`config.mk`:
```
export PLATFORM = sky130hd
export DESIGN_NAME = spcp_remover
export DESIGN_NICKNAME = d
export VERILOG_FILES = /design/src/sv/spcp_pkg.sv /design/src/sv/spcp_remover.sv
export SDC_FILE = /design/constraint.sdc
export NUM_CORES = 1
export LEC_CHECK = 0
export BUFFER_PORTS_ARGS = -buffer_cell sky130_fd_sc_hd__buf_2
export CAP_MARGIN = 5
export CORE_MARGIN = 5
export CORE_UTILIZATION = 37
export CTS_BUF_LIST = sky130_fd_sc_hd__clkbuf_2
export DETAILED_ROUTE_END_ITERATION = 10
export GPL_TIMING_DRIVEN = 0
export SYNTH_ARGS = -nofsm -noshare
export SYNTH_HDL_FRONTEND = slang
export SYNTH_SLANG_ARGS = --single-unit
export TNS_END_PERCENT = 1
```
`constraint.sdc`:
```
create_clock -name clk -period 5.65 [get_ports clk]
set_clock_uncertainty 0.2 [all_clocks]
set_input_delay 1.13 -clock clk [delete_from_list [all_inputs] [get_ports clk]]
set_output_delay 1.13 -clock clk [all_outputs]
set_load 0.005 [all_outputs]
```
`src/sv/spcp_pkg.sv`:
```
// Package for the sub-cell pair picker: widths, list-unit request types and state codes.
// Used by spcp_remover and subcell_pair_picker_no_repeat; depends on nothing.
`default_nettype none
package spcp_pkg;

  localparam int MAX_PARTICLES = 256;
  localparam int SUB_CELLS     = 8;
  localparam int IDX_W         = $clog2(MAX_PARTICLES);
  localparam int CNT_W         = IDX_W + 1;
  localparam int OCT_W         = $clog2(SUB_CELLS);
  localparam int SUB_AW        = OCT_W + IDX_W;
  localparam int RAND_W        = 16;
  localparam int OUT_IDX_W     = 8;

  typedef logic [IDX_W-1:0] idx_t;
  typedef logic [CNT_W-1:0] cnt_t;
  typedef logic [OCT_W-1:0] oct_t;

  // Command to the list removal unit
  typedef struct packed {
    logic start;
    logic by_pos;   // 1: remove at position key, 0: remove entry equal to key
    logic sel_sub;  // 1: sub-cell list oct, 0: cell list
    oct_t oct;
    idx_t key;
    cnt_t count;
  } rm_cmd_t;

  // Memory access issued by the removal unit
  typedef struct packed {
    logic sel_sub;
    oct_t oct;
    idx_t rd_idx;
    logic we;
    idx_t wr_idx;
    idx_t wr_data;
  } rm_mem_t;

  typedef struct packed {
    logic done;
    logic found;
    idx_t picked;
  } rm_rsp_t;

  typedef enum logic [1:0] {
    RM_IDLE,
    RM_RD,
    RM_CHK
  } rm_state_t;

  typedef enum logic [3:0] {
    S_IDLE,
    S_P_IDX,
    S_P_RM,
    S_P_OCT,
    S_P_OCTW,
    S_SUB1,
    S_CHOOSE,
    S_Q1,
    S_Q_CELL,
    S_Q2,
    S_Q_OCT,
    S_Q_OCTW,
    S_Q3,
    S_OUT
  } state_t;

  // Map a random word onto a list of n entries: (r*n)>>16
  function automatic idx_t scale_idx(input logic [RAND_W-1:0] r, input cnt_t n);
    logic [RAND_W+CNT_W-1:0] prod;
    prod = (RAND_W+CNT_W)'(r) * (RAND_W+CNT_W)'(n);
    return idx_t'(prod >> RAND_W);
  endfunction

  function automatic logic [OUT_IDX_W-1:0] to_out_idx(input idx_t p);
    logic [IDX_W+OUT_IDX_W-1:0] w;
    w = {{OUT_IDX_W{1'b0}}, p};
    return w[OUT_IDX_W-1:0];
  endfunction

endpackage
`default_nettype wire

```
`src/sv/spcp_remover.sv`:
```
// Shared list removal unit: walks a list one entry at a time, finds the entry
// by position or by value and shifts the rest down one place. Depends on spcp_pkg.
`default_nettype none
module spcp_remover (
  input  wire logic             clk,
  input  wire logic             rst_n,
  input  wire spcp_pkg::rm_cmd_t cmd,
  input  wire spcp_pkg::idx_t   rd_data,
  output spcp_pkg::rm_mem_t     mem,
  output spcp_pkg::rm_rsp_t     rsp
);

  spcp_pkg::rm_state_t st_r, st_nxt;
  logic                by_pos_r, by_pos_nxt;
  logic                sel_r, sel_nxt;
  spcp_pkg::oct_t      oct_r, oct_nxt;
  spcp_pkg::idx_t      key_r, key_nxt;
  spcp_pkg::cnt_t      count_r, count_nxt;
  spcp_pkg::cnt_t      i_r, i_nxt;
  logic                shift_r, shift_nxt;
  spcp_pkg::idx_t      picked_r, picked_nxt;
  logic                match;
  logic                last;

  always_ff @(posedge clk) begin
    if (!rst_n) begin
      st_r <= spcp_pkg::RM_IDLE;
    end else begin
      st_r <= st_nxt;
    end
    by_pos_r <= by_pos_nxt;
    sel_r    <= sel_nxt;
    oct_r    <= oct_nxt;
    key_r    <= key_nxt;
    count_r  <= count_nxt;
    i_r      <= i_nxt;
    shift_r  <= shift_nxt;
    picked_r <= picked_nxt;
  end

  always_comb begin
    match = (st_r == spcp_pkg::RM_CHK) && !shift_r &&
            (by_pos_r ? (i_r == {1'b0, key_r}) : (rd_data == key_r));
    last  = (i_r == count_r - spcp_pkg::CNT_W'(1));

    mem.sel_sub = sel_r;
    mem.oct     = oct_r;
    mem.rd_idx  = i_r[spcp_pkg::IDX_W-1:0];
    mem.we      = (st_r == spcp_pkg::RM_CHK) && shift_r;
    mem.wr_idx  = spcp_pkg::IDX_W'(i_r - spcp_pkg::CNT_W'(1));
    mem.wr_data = rd_data;

    rsp.done   = (st_r == spcp_pkg::RM_CHK) && last;
    rsp.found  = shift_r || match;
    rsp.picked = match ? rd_data : picked_r;

    st_nxt     = st_r;
    by_pos_nxt = by_pos_r;
    sel_nxt    = sel_r;
    oct_nxt    = oct_r;
    key_nxt    = key_r;
    count_nxt  = count_r;
    i_nxt      = i_r;
    shift_nxt  = shift_r;
    picked_nxt = picked_r;

    unique case (st_r)
      spcp_pkg::RM_IDLE: begin
        if (cmd.start) begin
          by_pos_nxt = cmd.by_pos;
          sel_nxt    = cmd.sel_sub;
          oct_nxt    = cmd.oct;
          key_nxt    = cmd.key;
          count_nxt  = cmd.count;
          i_nxt      = cmd.by_pos ? {1'b0, cmd.key} : '0;
          shift_nxt  = 1'b0;
          st_nxt     = spcp_pkg::RM_RD;
        end
      end
      spcp_pkg::RM_RD: begin
        st_nxt = spcp_pkg::RM_CHK;
      end
      spcp_pkg::RM_CHK: begin
        // from the match onwards, each entry moves down one place
        if (match) begin
          shift_nxt  = 1'b1;
          picked_nxt = rd_data;
        end
        if (last) begin
          st_nxt = spcp_pkg::RM_IDLE;
        end else begin
          i_nxt  = i_r + spcp_pkg::CNT_W'(1);
          st_nxt = spcp_pkg::RM_RD;
        end
      end
      default: st_nxt = spcp_pkg::RM_IDLE;
    endcase
  end

endmodule
`default_nettype wire
```
== Word level (Yosys, flattened, before mapping) ==
Cells that the tools add are included.

* Register bits: 42
* Output and inout bits: 39
* Logic and storage cells: 43

* Add/subtract/negate cells: 3
* Eq/ne operators: 8
* Muxes and demuxes: 12
* Reduce and logical (&&, ||, !) cells: 11

{| class="wikitable"
|+ Operator list
! cell !! count
|-
| $mux W9 || 2
|-
| $pmux W9 S2 || 1
|-
| $mux W8 || 2
|-
| $add A9 B1 Y9 const B || 1
|-
| $eq A9 B8 Y1 || 1
|-
| $eq A9 B9 Y1 || 1
|-
| $sub A9 B1 Y9 const B || 1
|-
| $eq A8 B8 Y1 || 1
|-
| $sub A8 B1 Y8 const B || 1
|-
| $ne A2 B2 Y1 const B || 3
|-
| $pmux W2 S3 || 1
|-
| $reduce_and A3 Y1 || 2
|-
| $logic_and A1 B1 Y1 || 4
|-
| $mux W1 || 4
|-
| $eq A2 B1 Y1 const B || 1
|-
| $eq A2 B2 Y1 const B || 1
|-
| $logic_not A2 Y1 || 1
|-
| $mux W2 || 1
|-
| $pmux W1 S2 || 1
|-
| $reduce_and A2 Y1 || 1
|-
| $reduce_bool A2 Y1 || 1
|-
| $logic_not A1 Y1 || 1
|-
| $logic_or A1 B1 Y1 || 1
|}

== Longest topological paths before layout ==
Gate-level depths: netlist of the first run.

* Word-level depth: 5
* Depth in mapped cells: 8

== Least setup slack after synthesis of the first run ==
No wires, ideal clock.

* Path type: input port to flip-flop
* Start: in cmd[22] in the netlist's numbering
* End: reg i_r[0] (enable)
* Arrival: 3817 ps
* Data required time: 5070 ps
* Setup slack: 1253 ps
* Stages: 3
* Path through: nor3b_1 -> nor4_1 -> a22oi_1

* Word-level cells in the longest chain between the ends: 2

{| class="wikitable"
|+ Ends and longest elaborated chain
! element !! RTL line !! text
|-
| start: declaration || spcp_remover.sv:7 || <nowiki>input wire spcp_pkg::rm_cmd_t cmd,</nowiki>
|-
| $ne A2 B2 Y1 (no source line) || -- ||
|-
| $reduce_and A3 Y1 (no source line) || -- ||
|-
| end signal: assignment || spcp_remover.sv:36 || <nowiki>i_r <= i_nxt;</nowiki>
|-
| end: declaration || spcp_remover.sv:19 || <nowiki>spcp_pkg::cnt_t i_r, i_nxt;</nowiki>
|}

No other way between the ends.
A chain may end at the register's enable or synchronous reset.

==> impl_metrics.json, run 1 <==
{
  "critical_path.endpoint_type": "output pin",
  "met1_usage_pct": 15.23,
  "stdcell_count": 369,
  "cp.arrival_ns": 2.82,
  "path_cells": "clkbuf_1 > inv_1 > ha_1 > or3b_2 > nor4_1 > a22oi_1 > a21oi_1 > and3_1 > buf_2",
  "maxSlewHeadroom_pct": 32.13,
  "post_cts_buffers": 0,
  "synth_cell_types": 40,
  "clockBufferDepth": 2,
  "busiest_layer": "met2",
  "min-delay-start": "st_r[0]",
  "p_leak_nw": 1.202,
  "core_mm2": 0.006386,
  "insertion_delay_ns": 0.43,
  "synthArstFlopShare_pct": 0,
  "drt_iter0_drc": 68,
  "diodes": 0,
  "tightestPinTransition_ns": 1.018,
  "die_h_um": 91.14,
  "grt_pass1_vias": 1845,
  "finalSetupViolCount": 0,
  "cp_max_fo": 7,
  "place_hpwl_mm": 4.172,
  "nets": 327,
  "cts_buffers": 5,
  "clockRootBuffer": "clkbuf_2",
  "fin_crit_sh_pct": 73.38,
  "hold_ws_ns": 0.3549,
  "io-pin-count": 72,
  "synthTopCellsByArea": "edfxtp_1, xnor2_1, buf_4, mux2_2, mux2i_1",
  "grt_remaining_overflow": 0,
  "track_usage_pct": 13.03,
  "synth_commonest_cells": "edfxtp_1, xnor2_1, buf_4",
  "cts_hold_buffers": 0,
  "via_per_inst": 4.889,
  "num_vias": 1804,
  "maxCapViolCount": 0,
  "final-max-slew-violation-count": 0,
  "wl_per_cell_um": 14.78,
  "rrSetupSlack_ns": 2.32,
  "critPathLaunchType": "flop",
  "worst_hold_path.num_cells": 1,
  "cts_tree": "built",
  "use_met3_pct": 3.719,
  "post_cts_resized": 0,
  "grt_max_degree": 14,
  "drive_gt1_share_pct": 38.36,
  "ys_seq_area_share_pct": 50.95,
  "grt_pass1_wl_mm": 8.659,
  "path_clk_slew_ns": 0.20,
  "yosysWarnings": 0,
  "yosysMostFrequentCell": "edfxtp_1",
  "r2r-start": "count_r[0]",
  "firstDrtPassIters": 4,
  "synth-edff-count": 40,
  "die_area_mm2": 0.008307,
  "critPathSlowestCell": "or3b_2",
  "period_needed_ns": 4.146,
  "h-tree-depth": 2,
  "dp.cells": 361,
  "rsz0062_at_grt": "no",
  "fmax_mhz": 241.2,
  "hold_violations": 0,
  "initial_core_util_pct": 38.15,
  "syn_area_mm2": 0.002436,
  "hp-class": "flop to flop",
  "grtUsageMet2_pct": 23.02,
  "cts.sinks": 42,
  "worst-path-buf-inv": 3,
  "crit_type": "flop to output pin",
  "yosys_most_used_dff": "edfxtp_1",
  "drtAntennaViolNets": 0,
  "fp-row-count": 29,
  "outcome": "finished clean",
  "gp_congestion": 0.8180,
  "reg2reg_to": "i_r[3]",
  "drt-total-wl_mm": 5.452,
  "ir_drop_mv": 0.1466,
  "p_per_area_mw_per_mm2": 231.2,
  "portBuffers": 71,
  "syn_nets": 248,
  "yosysTopAreaCell": "edfxtp_1",
  "required_ns": 4.32,
  "max_stage_delay_ns": 0.52,
  "synthCells": 212,
  "reg2reg_depth": 8,
  "min_to": "st_r[1]",
  "antenna_found_initial": 0,
  "path_delay_family": "simple AND/OR/NAND/NOR gates",
  "synth_top_area_share_pct": 49.31,
  "synth_seq_cells": 42,
  "syn_to_final_growth_pct": 21.11,
  "route.detailed.drc": 0,
  "avgSynthCellArea_um2": 11.49,
  "die_x_um": 91.14,
  "fin_setup_tns_ns": 0
}
## power by group
part	internal, W	total, W	switching [W]
sequential	0.000368	0.000381	0.0000139
combinational	0.0000808	0.000166	0.0000854
clock	0.0000342	0.000134	0.000100
total	0.000483	0.000682	0.000199
## cells in the final DEF, fill, tap and decap left out, types with 8 or more instances in the layout
| master | synthesis | final |
|---|---|---|
| buf_2 | 1 | 72 |
| xor2_1 | 9 | 9 |
| edfxtp_1 | 40 | 40 |
| mux2_2 | 8 | 8 |
| inv_1 | 8 | 8 |
| nand3_1 | 13 | 13 |
| mux2i_1 | 8 | 8 |
| buf_4 | 17 | 17 |
| clkbuf_1 | 9 | 9 |
| o21ai_0 | 10 | 10 |
| xnor2_1 | 21 | 21 |
## routing by layer
| metal | part of all wire [%] | vias to the layer above | wire [µm] |
|---|---|---|---|
| met4 | 1.1 | 0 | 61 |
| li1 | - | 909 | - |
| met3 | 7.2 | 7 | 391 |
| met5 | 0 | - | 0 |
| met2 | 50 | 57 | 2703 |
| met1 | 42 | 831 | 2294 |
## kinds of logic after synthesis
kind of cell / after synthesis / share of synthesized area [%]
and+or+nand+nor: 58 / 14.02
buffers and inverters: 38 / 9.142
muxes: 16 / 6.985
adders and majority gates: 3 / 1.541
AOI/OAI and AO/OA: 25 / 6.574
xor gates and xnor gates: 30 / 10.79
DFF: 42 / 50.95
## final cells by class
type                    count  area [µm²]
plain buffers              30       192.7
clock buffers               7       35.03
clock inverters             1       7.507
fillers                   647        3436
inverters                   8       30.03
multi-input cells         132       977.2
flip-flops and latches     42        1241
well taps                  77       96.34
repair buffers             72       370.4
## how the worst max path moves through the flow
stage | from | to | slack [ns] | cells after the start
floorplan | cmd[22] | i_r[0] | 1.25 | 3
global placement | cmd[22] | i_r[2] | 0.15 | 4
detailed placement | rd_data[3] | rsp[1] | 1.65 | 7
CTS | count_r[0] | rsp[9] | 1.48 | 9
global route | count_r[0] | rsp[9] | 1.31 | 9
finish | count_r[0] | rsp[9] | 1.50 | 9
## metrics by stage
stage / setup slack (ns) / power [W] / util (%) / cell area, µm²
2_1_floorplan: 1.253 / 0.0004947 / - / 2436
3_3_place_gp: 0.1494 / 0.0005536 / 45.22 / 2888
4_1_cts: 1.483 / 0.0006903 / 46.20 / 2950
6_report: 1.504 / 0.0006820 / 46.20 / 2950
5_1_grt: 1.307 / 0.0007192 / 46.20 / 2950
3_5_place_dp: 1.646 / 0.0005580 / 45.53 / 2908
## sequential cells by signal, summed over array words and instances, names as in the netlist
signal	cells
i_r	9
sel_r	1
by_pos_r	1
count_r	9
picked_r	8
st_r	2
shift_r	1
oct_r	3
key_r	8
No activity file was read; power rests on OpenSTA's default activity.
==> run 2: changes to the inputs <==
ABC_AREA = 1   (was not set)
clock period = 4.3 ns   (was 5.65 ns; I/O delays follow)
==> run 2 against run 1 <==
Effect of this change:
- critical path depth grew 1
- register-to-register slack got worse by 0.47 ns
- sequential share of layout area fell by 0.37 points
==> impl_metrics.json, run 2 <==
{
  "ys_seq_area_share_pct": 50.51,
  "cts.sinks": 42,
  "critPathSlowestCell": "nor2_2",
  "crit_top_cell": "nand2_1",
  "diodes": 0,
  "track_usage_pct": 13.94,
  "cp.arrival_ns": 2.51,
  "tightestPinTransition_ns": 0.8562,
  "die_area_mm2": 0.008371,
  "die_h_um": 91.50,
  "crit_path_start": "st_r[1]",
  "syn_area_mm2": 0.002457,
  "dp.cells": 433,
  "avgSynthCellArea_um2": 8.622,
  "yosysTopAreaCell": "edfxtp_1",
  "drive_gt1_share_pct": 29.95,
  "nets": 399,
  "largestRegisters": "count_r: 9 flops, i_r: 9 flops",
  "wl_per_cell_um": 12.97,
  "grt_max_degree": 23,
  "grt_remaining_overflow": 0,
  "r2r-start": "count_r[0]",
  "finalSetupViolCount": 0,
  "fp-row-count": 29,
  "cts_tree": "built",
  "required_ns": 3.24,
  "clockBufferDepth": 2,
  "rsz0062_at_grt": "no",
  "maxSlewHeadroom_pct": 42.85,
  "grt_pass1_vias": 1966,
  "drtAntennaViolNets": 0,
  "max_stage_delay_ns": 0.57,
  "period_needed_ns": 3.572,
  "finalPower_w": 0.0009330,
  "cp_max_fo": 15,
  "outcome": "finished clean",
  "synthCells": 285,
  "initial_core_util_pct": 38.26,
  "p_leak_nw": 1.440,
  "synth_top_area_share_pct": 48.88,
  "synth_cell_types": 30,
  "grt_pass1_wl_mm": 9.363,
  "drt-total-wl_mm": 5.720,
  "hold_ws_ns": 0.2324,
  "rrSetupSlack_ns": 1.85,
  "design_area_mm2": 0.002977,
  "synthTopCellsByArea": "edfxtp_1, nand2_1, buf_4, inv_1, nand3_1",
  "clockRootBuffer": "clkbuf_2",
  "route.detailed.drc": 0,
  "synthArstFlopShare_pct": 0,
  "cts_hold_buffers": 0,
  "via_per_inst": 4.667,
  "yosysWarnings": 0,
  "path_cells": "inv_1 > nor2_2 > nand3_1 > nor3_2 > nand3_2 > nor2_8 > inv_4 > nand2_1 > nand2_1 > buf_2",
  "h-tree-depth": 2,
  "syn_to_final_growth_pct": 21.13,
  "gp_congestion": 0.8988,
  "synth_seq_cells": 42,
  "critical_path.endpoint_type": "output pin",
  "post_cts_resized": 0,
  "die_x_um": 91.50,
  "placed_area_mm2": 0.002909,
  "reg2reg_depth": 10,
  "fin_setup_tns_ns": 0,
  "synth_commonest_cells": "nand2_1, edfxtp_1, inv_1",
  "io-pin-count": 72,
  "final_cell_mix": "nand2_1, buf_2, edfxtp_1",
  "cts_buffers": 5,
  "crit_type": "flop to output pin",
  "post_cts_buffers": 0,
  "drt_iter0_drc": 90,
  "place_hpwl_mm": 4.465,
  "synth-edff-count": 40,
  "final_common_cell": "nand2_1",
  "fin_crit_sh_pct": 83.06,
  "ir_drop_mv": 0.2235,
  "final-max-slew-violation-count": 0,
  "insertion_delay_ns": 0.41,
  "hp-class": "flop to flop",
  "fmax_mhz": 280.0,
  "yosys_most_used_dff": "edfxtp_1",
  "antenna_found_initial": 0,
  "core_mm2": 0.006422,
  "stdcell_count": 441,
  "hold_violations": 0,
  "firstDrtPassIters": 4,
  "reg2reg_to": "i_r[8]",
  "yosysMostFrequentCell": "nand2_1",
  "path_clk_slew_ns": 0.23,
  "portBuffers": 71,
  "p_per_area_mw_per_mm2": 313.4,
  "critPathLaunchType": "flop",
  "num_vias": 2058,
  "crit_end": "rsp[4]",
  "syn_nets": 321,
  "maxCapViolCount": 0
}
-- run 2: report_power, final --
group,switching [W],total (W),internal (W),leakage [nW]
clock network,0.000132,0.000233,0.000101,0.0392
registers,0.0000199,0.000502,0.000482,0.399
logic,0.000113,0.000198,0.0000849,1.00
-- run 2: worst min-delay path by stage --
stage	slack (ns)	end	start	cells past startpoint
2_1_floorplan	0.20	st_r[1]	st_r[1]	1
3_3_place_gp	0.21	st_r[1]	st_r[1]	1
3_5_place_dp	0.21	st_r[1]	st_r[1]	1
4_1_cts	0.24	st_r[1]	st_r[1]	1
5_1_grt	0.27	st_r[1]	st_r[1]	1
6_report	0.23	st_r[1]	st_r[1]	1
-- run 2: cell type report --
cell class,count,area [µm²]
Buffer,23,171.4
Clock buffer,6,30.03
Clock inverter,2,37.54
Fill cell,654,3446
Inverter,34,130.1
Multi-Input combinational cell,186,914.6
Sequential cell,42,1241
Tap cell,77,96.34
Timing Repair Buffer,71,355.3
-- run 2: layer usage --
metal | share of wire (%) | routed length [µm] | track usage (%)
met2 | 48 | 2736 | 22.95
met5 | 0 | 0 | 0
met4 | 2.1 | 121 | 5.276
met3 | 5.2 | 295 | 3.058
met1 | 45 | 2566 | 17.86
-- run 2: logic make-up (layout without fill, tap and decap cells) --
kind of cell / count (synthesis) / after routing / share of synthesized area [%]
flip-flops: 42 / 42 / 50.51
XOR/XNOR: 13 / 13 / 4.633
AND/OR/NAND/NOR: 143 / 143 / 25.10
adder cells (fa/ha/maj): 3 / 3 / 1.528
buffers and inverters: 57 / 136 / 12.27
AO/OA/AOI/OAI: 27 / 27 / 5.957
-- run 2: stage by stage --
stage / utilization (%) / worst slack [ns]
2_1_floorplan: - / 1.512
3_3_place_gp: 45.30 / 1.174
3_5_place_dp: 45.30 / 1.137
4_1_cts: 46.35 / 0.6435
5_1_grt: 46.35 / 0.4156
6_report: 46.35 / 0.7283
-- run 2: critical path: cells and delay by family (launching register included) --
kind	cells	cell delay [ns]
AND/OR/NAND/NOR	7	1.44
flip-flops	1	0.38
buffers and inverters	3	0.28
==> run 3: changes to the inputs <==
clock period = 3.7 ns   (was 4.3 ns; I/O delays follow)
==> run 3 against run 2 <==
Effect of this change:
- register-to-register slack worse by 0.58 ns
- sequential power up 16%
- non-clock buffer count unchanged
- count of clock-buffer cells in the layout unchanged
- sequential cell count unchanged
- critical endpoint unchanged
==> impl_metrics.json, run 3 (synthesis gave the netlist of run 2 again) <==
{
  "sw_frac_of_total_pct": 28.45,
  "outcome": "finished clean",
  "final_common_cell": "nand2_1",
  "crit_type": "flop to output pin",
  "seq_area_mm2": 0.001241,
  "tightestPinTransition_ns": 0.8567,
  "cp.arrival_ns": 2.29,
  "grt_pass1_vias": 1966,
  "post_cts_resized": 0,
  "cp_max_fo": 10,
  "stdcell_count": 441,
  "io-pin-count": 72,
  "nets": 399,
  "critPathLaunchType": "flop",
  "cts_buffers": 5,
  "final_cell_mix": "nand2_1, buf_2, edfxtp_1",
  "fmax_mhz": 309.7,
  "route.detailed.drc": 0,
  "drive_gt1_share_pct": 29.95,
  "die_h_um": 91.50,
  "post_cts_buffers": 0,
  "drtAntennaViolNets": 0,
  "syn_to_final_growth_pct": 21.33,
  "drt-total-wl_mm": 5.717,
  "rsz0062_at_grt": "no",
  "firstDrtPassIters": 4,
  "design_area_mm2": 0.002982,
  "critical_path.endpoint_type": "output pin",
  "pre_cts_ws_ns": 0.6597,
  "placed_area_mm2": 0.002909,
  "antenna_found_initial": 0,
  "largestRegisters": "count_r: 9 flops, i_r: 9 flops",
  "clockBufferDepth": 2,
  "n_fill_cell": 653,
  "maxCapViolCount": 0,
  "required_ns": 2.76,
  "p_per_area_mw_per_mm2": 363.8,
  "place_hpwl_mm": 4.465,
  "ir_drop_mv": 0.2598,
  "finalPower_w": 0.001085,
  "pwr-share-comb_pct": 21.2,
  "gp_congestion": 0.8988,
  "core_mm2": 0.006422,
  "clkPwrFrac_pct": 24.9,
  "die_x_um": 91.50,
  "cts.sinks": 42,
  "hold_violations": 0,
  "h-tree-depth": 2,
  "portBuffers": 71,
  "grt_max_degree": 23,
  "fin_crit_sh_pct": 87.27,
  "finalSetupViolCount": 0,
  "dp.cells": 433,
  "num_vias": 2058,
  "initial_core_util_pct": 38.26,
  "grt_pass1_wl_mm": 9.363,
  "fin_ws_ns": 0.4709,
  "maxSlewHeadroom_pct": 42.82,
  "period_needed_ns": 3.229,
  "cts_tree": "built",
  "path_clk_slew_ns": 0.23,
  "track_usage_pct": 13.94,
  "insertion_delay_ns": 0.41,
  "fp-row-count": 29,
  "hp-class": "flop to flop",
  "via_per_inst": 4.667,
  "drt_iter0_drc": 90,
  "multi_input_area_um2": 919.6,
  "die_area_mm2": 0.008371,
  "power.internal_w": 0.0007762,
  "cts_hold_buffers": 0,
  "p_seq_share_pct": 53.8,
  "diodes": 0,
  "fin_setup_tns_ns": 0,
  "wl_per_cell_um": 12.96,
  "clockRootBuffer": "clkbuf_2",
  "final-max-slew-violation-count": 0,
  "p_sw_w": 0.0003086,
  "p_leak_nw": 1.440,
  "grt_remaining_overflow": 0
}
[run 3: cell counts in the layout (fill, tap and decap cells not counted)]
No cell type changed its count.
[run 3: worst paths after layout]
kind,cells after the start,slack [ns],startpoint,endpoint
hold / removal,1,0.23,st_r[1],st_r[1]
setup reg to reg,10,1.27,count_r[0],i_r[8]
hold reg to reg,1,0.23,st_r[1],st_r[1]
setup / recovery,11,0.47,i_r[6],rsp[4]
[run 3: critical path: stages, from the launching register on]
cell	delay, ns
edfxtp_1	0.40
clkbuf_1	0.32
inv_1	0.15
nand2_1	0.09
o21ai_1	0.07
xor2_1	0.16
nand3_2	0.15
nor2_8	0.21
inv_4	0.09
nand2_1	0.07
nand2_1	0.06
buf_2	0.13
[run 3: area by class of cell]
cell class                 count  area share (%)
tap                           77           3.231
sequential                    42           41.63
clock buffer                   6           1.007
buffer                        23           5.749
timing repair buffer          71           11.92
clock inverter                 2           1.259
inverter                      34           4.364
multi-input combinational    186           30.84
[run 3: per-stage QoR]
step / hold WS [ns] / util, %
5_1_grt: 0.2488 / 46.43
3_5_place_dp: 0.2105 / 45.30
6_report: 0.2324 / 46.43
3_3_place_gp: 0.2070 / 45.30
2_1_floorplan: 0.1982 / -
4_1_cts: 0.2365 / 46.35
[run 3: metal layers]
metal / up-vias / part of all wire, % / global-route usage (%)
met1: 914 / 45 / 17.86
met4: 0 / 2.1 / 5.276
met2: 59 / 48 / 22.95
met5: - / 0 / 0
li1: 1075 / - / -
met3: 10 / 5.2 / 3.058
[run 3: power by group through the flow]
stage / sequential, W / combinational (W) / clock (W)
6_report: 0.000584 / 0.000230 / 0.000271
5_1_grt: 0.000588 / 0.000262 / 0.000299
4_1_cts: 0.000584 / 0.000233 / 0.000280
3_5_place_dp: 0.000594 / 0.000232 / 0
3_3_place_gp: 0.000594 / 0.000229 / 0
2_1_floorplan: 0.000588 / 0.000148 / 0
